[config.mk]
export PLATFORM = sky130hd
export DESIGN_NAME = fcpa_ram
export DESIGN_NICKNAME = d
export VERILOG_FILES = /design/src/sv/fcpa_ram.sv
export SDC_FILE = /design/constraint.sdc
export NUM_CORES = 2
export LEC_CHECK = 0
export BUFFER_PORTS_ARGS = -buffer_cell sky130_fd_sc_hd__buf_4
export CAP_MARGIN = 10
export CORE_MARGIN = 2
export CORE_UTILIZATION = 50
export DETAILED_ROUTE_END_ITERATION = 6
export GPL_ROUTABILITY_DRIVEN = 1
export PLACE_DENSITY = 0.69
export SYNTH_ARGS = -nofsm -noshare
export SYNTH_HDL_FRONTEND = slang
export SYNTH_SLANG_ARGS = --single-unit
export TNS_END_PERCENT = 30
[constraint.sdc]
create_clock -name clk -period 2.45 [get_ports clk]
set_clock_uncertainty 0.2 [all_clocks]
set_input_delay 0.245 -clock clk [delete_from_list [all_inputs] [get_ports clk]]
set_output_delay 0.245 -clock clk [all_outputs]
set_load 0.1 [all_outputs]
[src/sv/fcpa_ram.sv]
// Generic single-clock RAM: one write port, one read port, registered read data.
// No dependencies.
module fcpa_ram #(
	parameter int unsigned WIDTH = 8,
	parameter int unsigned DEPTH = 256,
	localparam int unsigned AW = (DEPTH > 1) ? $clog2(DEPTH) : 1
) (
	input  logic             clk,
	input  logic             we,
	input  logic [AW-1:0]    waddr,
	input  logic [WIDTH-1:0] wdata,
	input  logic             re,
	input  logic [AW-1:0]    raddr,
	output logic [WIDTH-1:0] rdata_q
);

	logic [WIDTH-1:0] mem_q [DEPTH];

	always_ff @(posedge clk) begin
		if (we) begin
			mem_q[waddr] <= wdata;
		end
		if (re) begin
			rdata_q <= mem_q[raddr];
		end
	end

endmodule

==> impl_metrics.env <==
export IMPL_cts_root_buf="clkbuf_16"
export IMPL_final_antenna_net_count=0
export IMPL_cts_clk_slew_worst_paths_ns=0.06
export IMPL_critPathKind="reg2reg"
export IMPL_cp_num_buf_inv=0
export IMPL_ys_flop_type="edfxtp_1"
export IMPL_port_buffers=34
export IMPL_arrival_ns=3.12
export IMPL_wl_um=199000
export IMPL_tightest_slew_ns=1.06
export IMPL_worstPathMaxFanout=1
export IMPL_wire_per_inst_um=29.8
export IMPL_violations="setup timing"
export IMPL_synth_compound_area_share_pct=3.42
export IMPL_dieWidth_um=403
export IMPL_io_pins=35
export IMPL_syn_nets=3760
export IMPL_synth_distinct_cells=54
export IMPL_yosys_area_share_simple_pct=2.63
export IMPL_syn_avg_cell_area_um2=21.3
export IMPL_placed_area_um2=87500
export IMPL_grt_pass1_vias=41500
export IMPL_post_cts_setup_buffer_count=0
export IMPL_initial_core_util_pct=50.3
export IMPL_drt_pass1_iterations=6
export IMPL_path_delay_family="simple AND/OR/NAND/NOR gates"
export IMPL_worst_slack_ns=-0.313
export IMPL_synth_top_family_by_area="multiplexers"
export IMPL_synth_top_area_share_pct=77.5
export IMPL_synth_edf_count=2056
export IMPL_slew_headroom_pct=29.1
export IMPL_yosys_mux_area_fraction_pct=14.6
export IMPL_core_area_um2=158000
export IMPL_critPathLaunchType="flop"
export IMPL_finalCritPeriodShare_pct=113
export IMPL_setup_violations=8
export IMPL_crit_chain="mux4_2 > a22oi_1 > a21oi_1 > nor4_2 > nor4_2"
export IMPL_synth_xor_area_share_pct=0
export IMPL_die_area_um2=162000
export IMPL_hold_slack_ns=0.0825
export IMPL_synth_common_cells="edfxtp_1 (2,056), mux4_2 (454), nor2_1 (282)"
export IMPL_synth_largest_area_cell="edfxtp_1"
export IMPL_htree_num_levels=4
export IMPL_required_ns=2.81
export IMPL_first_iter_violations=5232
export IMPL_avgViaCountPerCell=6.19
export IMPL_ys_ff_latch=2056
export IMPL_p_leak_nw=30.5
export IMPL_cts_buffers_inserted=199
export IMPL_drc=0
export IMPL_grt_max_degree=84
export IMPL_syn_inst=3733
export IMPL_areaGrowthSynthToFinish_pct=18.3
export IMPL_hp_class="in2reg"
export IMPL_nets=4477
export IMPL_fmax_mhz=362
export IMPL_finalHoldViolCount=0
export IMPL_grt_overflow=0
export IMPL_synthArstFlopShare_pct=0
export IMPL_vias=41400
export IMPL_cpMostUsedCell="nor4_2"
export IMPL_end_kind="flop"
export IMPL_cpMaxStageDelayCell="nor4_2"
export IMPL_rows=146
export IMPL_synthTopCellsByArea="edfxtp_1 (78%), mux4_2 (13%), mux2i_1 (1.7%)"
export IMPL_routabilityCongestion=0.871
export IMPL_cts_max_path_buffers=3
export IMPL_chipHeight_um=403
export IMPL_ys_seq_area_share_pct=77.5
export IMPL_dp_slack_ns=-1.39
export IMPL_postLayoutCellArea_um2=94200
export IMPL_slew_violations=0
export IMPL_synth_warnings=0
export IMPL_drive_above_1_share_pct=32.4
export IMPL_grt_pass1_wl_um=290000
export IMPL_min_period_ns=2.76
export IMPL_clock_latency_ns=0.85
export IMPL_powerDensity_nw_per_um2=774
export IMPL_grt_use_total_pct=24.7
export IMPL_irDropWorstVdd_mv=0.802
export IMPL_syn_area_um2=79600
export IMPL_synth_most_common_cell="edfxtp_1"
export IMPL_cap_viol_max_count=0
export IMPL_tritoncts="done"
export IMPL_power_mw=72.9
export IMPL_slowest_delay_ns=0.84
export IMPL_status="finished, violations left"
export IMPL_rsz0062_at_grt="true"
export IMPL_antenna_found_initial=16
export IMPL_cts_sinks=2056
export IMPL_synth_fa_ha_area_share_pct=0
export IMPL_finalSetupTns_ns=-0.993
export IMPL_hpwl_um=130000
[metal layers]
metal | track usage (%) | up-vias | wire length [um]
li1 | - | 17100 | -
met1 | 34.8 | 21700 | 76900
met5 | 0 | - | 57
met2 | 39.2 | 2192 | 96000
met3 | 5.50 | 345 | 20600
met4 | 7.34 | 10 | 5560
[state kept, by name, indices dropped and copies added, names as in the netlist]
signal and count:
mem_q 2048, rdata_q 8
[cell usage in the layout, fill, tap and decap left out, types with 6 or more instances in the layout]
| master | n |
|---|---|
| a211oi_1 | 12 |
| buf_4 | 632 |
| nand2_1 | 33 |
| o211ai_1 | 10 |
| and2_1 | 6 |
| bufinv_16 | 16 |
| nand2b_1 | 8 |
| clkinv_2 | 29 |
| o22ai_1 | 28 |
| clkinv_1 | 45 |
| buf_8 | 8 |
| nor3_1 | 19 |
| mux2i_1 | 134 |
| a22o_1 | 8 |
| nor4_1 | 16 |
| clkbuf_1 | 48 |
| nor2_1 | 277 |
| o221ai_1 | 46 |
| mux4_2 | 454 |
| nand4_1 | 10 |
| a21oi_1 | 96 |
| buf_12 | 88 |
| nor2b_1 | 27 |
| nor4_2 | 7 |
| o21ai_0 | 10 |
| a221oi_1 | 10 |
| edfxtp_1 | 2056 |
| dlygate4sd3_1 | 19 |
| inv_6 | 8 |
| clkbuf_16 | 201 |
| nand3_1 | 34 |
| a22oi_1 | 132 |
| clkinvlp_4 | 7 |
[logic make-up (layout without fill, tap and decap cells)]
logic type | Yosys count | after routing
mux | 591 | 591
buf+inv | 235 | 1114
compound gates | 385 | 385
other cells | 0 | 5
simple gates | 466 | 466
flops | 2056 | 2056
[timing repair]
action	CTS	global route
endpoints found under the setup margin	8	8
endpoints found under the hold margin	1947	0
gates cloned	0	0
pin swaps	7	7
hold buffers	19	0
gates resized for setup	17	11
[stage by stage]
stage               std cells  util, %
floorplan                3733        -
global placement         6302     55.3
detailed placement       6302     55.3
CTS                      6684     59.5
global route             6684     59.5
finish                   6689     59.5
[layout make-up]
| type | instances | area, um^2 |
|---|---|---|
| Clock inverter | 114 | 1100 |
| Fill cell | 11000 | 64000 |
| Multi-Input combinational cell | 1442 | 16700 |
| Tap cell | 2072 | 2590 |
| Clock buffer | 249 | 5210 |
| Antenna cell | 5 | 12.5 |
| Sequential cell | 2056 | 61700 |
| Inverter | 2 | 7.51 |
| Timing Repair Buffer | 749 | 6840 |
[worst reg2reg max path, cell delays in order (launching register included)]
cell and delay [ns]:
edfxtp_1 0.36, mux4_2 0.48, a22oi_1 0.34, a21oi_1 0.16, nor4_2 0.84, nor4_2 0.09
[worst paths after layout]
| path | endpoint | from | slack, ns | depth (start not counted) |
|---|---|---|---|---|
| worst max-delay path | rdata_q[2]$_DFFE_PP_ | mem_q[210][2]$_DFFE_PP_ | -0.31 | 5 |
| worst min-delay path | mem_q[205][3]$_DFFE_PP_ | waddr[3] | 0.08 | 5 |
| worst max register to register | rdata_q[2]$_DFFE_PP_ | mem_q[210][2]$_DFFE_PP_ | -0.31 | 5 |
| worst min register to register | rdata_q[5]$_DFFE_PP_ | mem_q[32][5]$_DFFE_PP_ | 0.95 | 7 |
[power by group]
group	internal, mW	total, mW	switching, mW
clock	16.8	29.8	13.0
sequential	38.8	38.9	0.0656
combinational	1.73	4.27	2.54
total	57.3	72.9	15.6
Power figures use the tool's default switching activity.
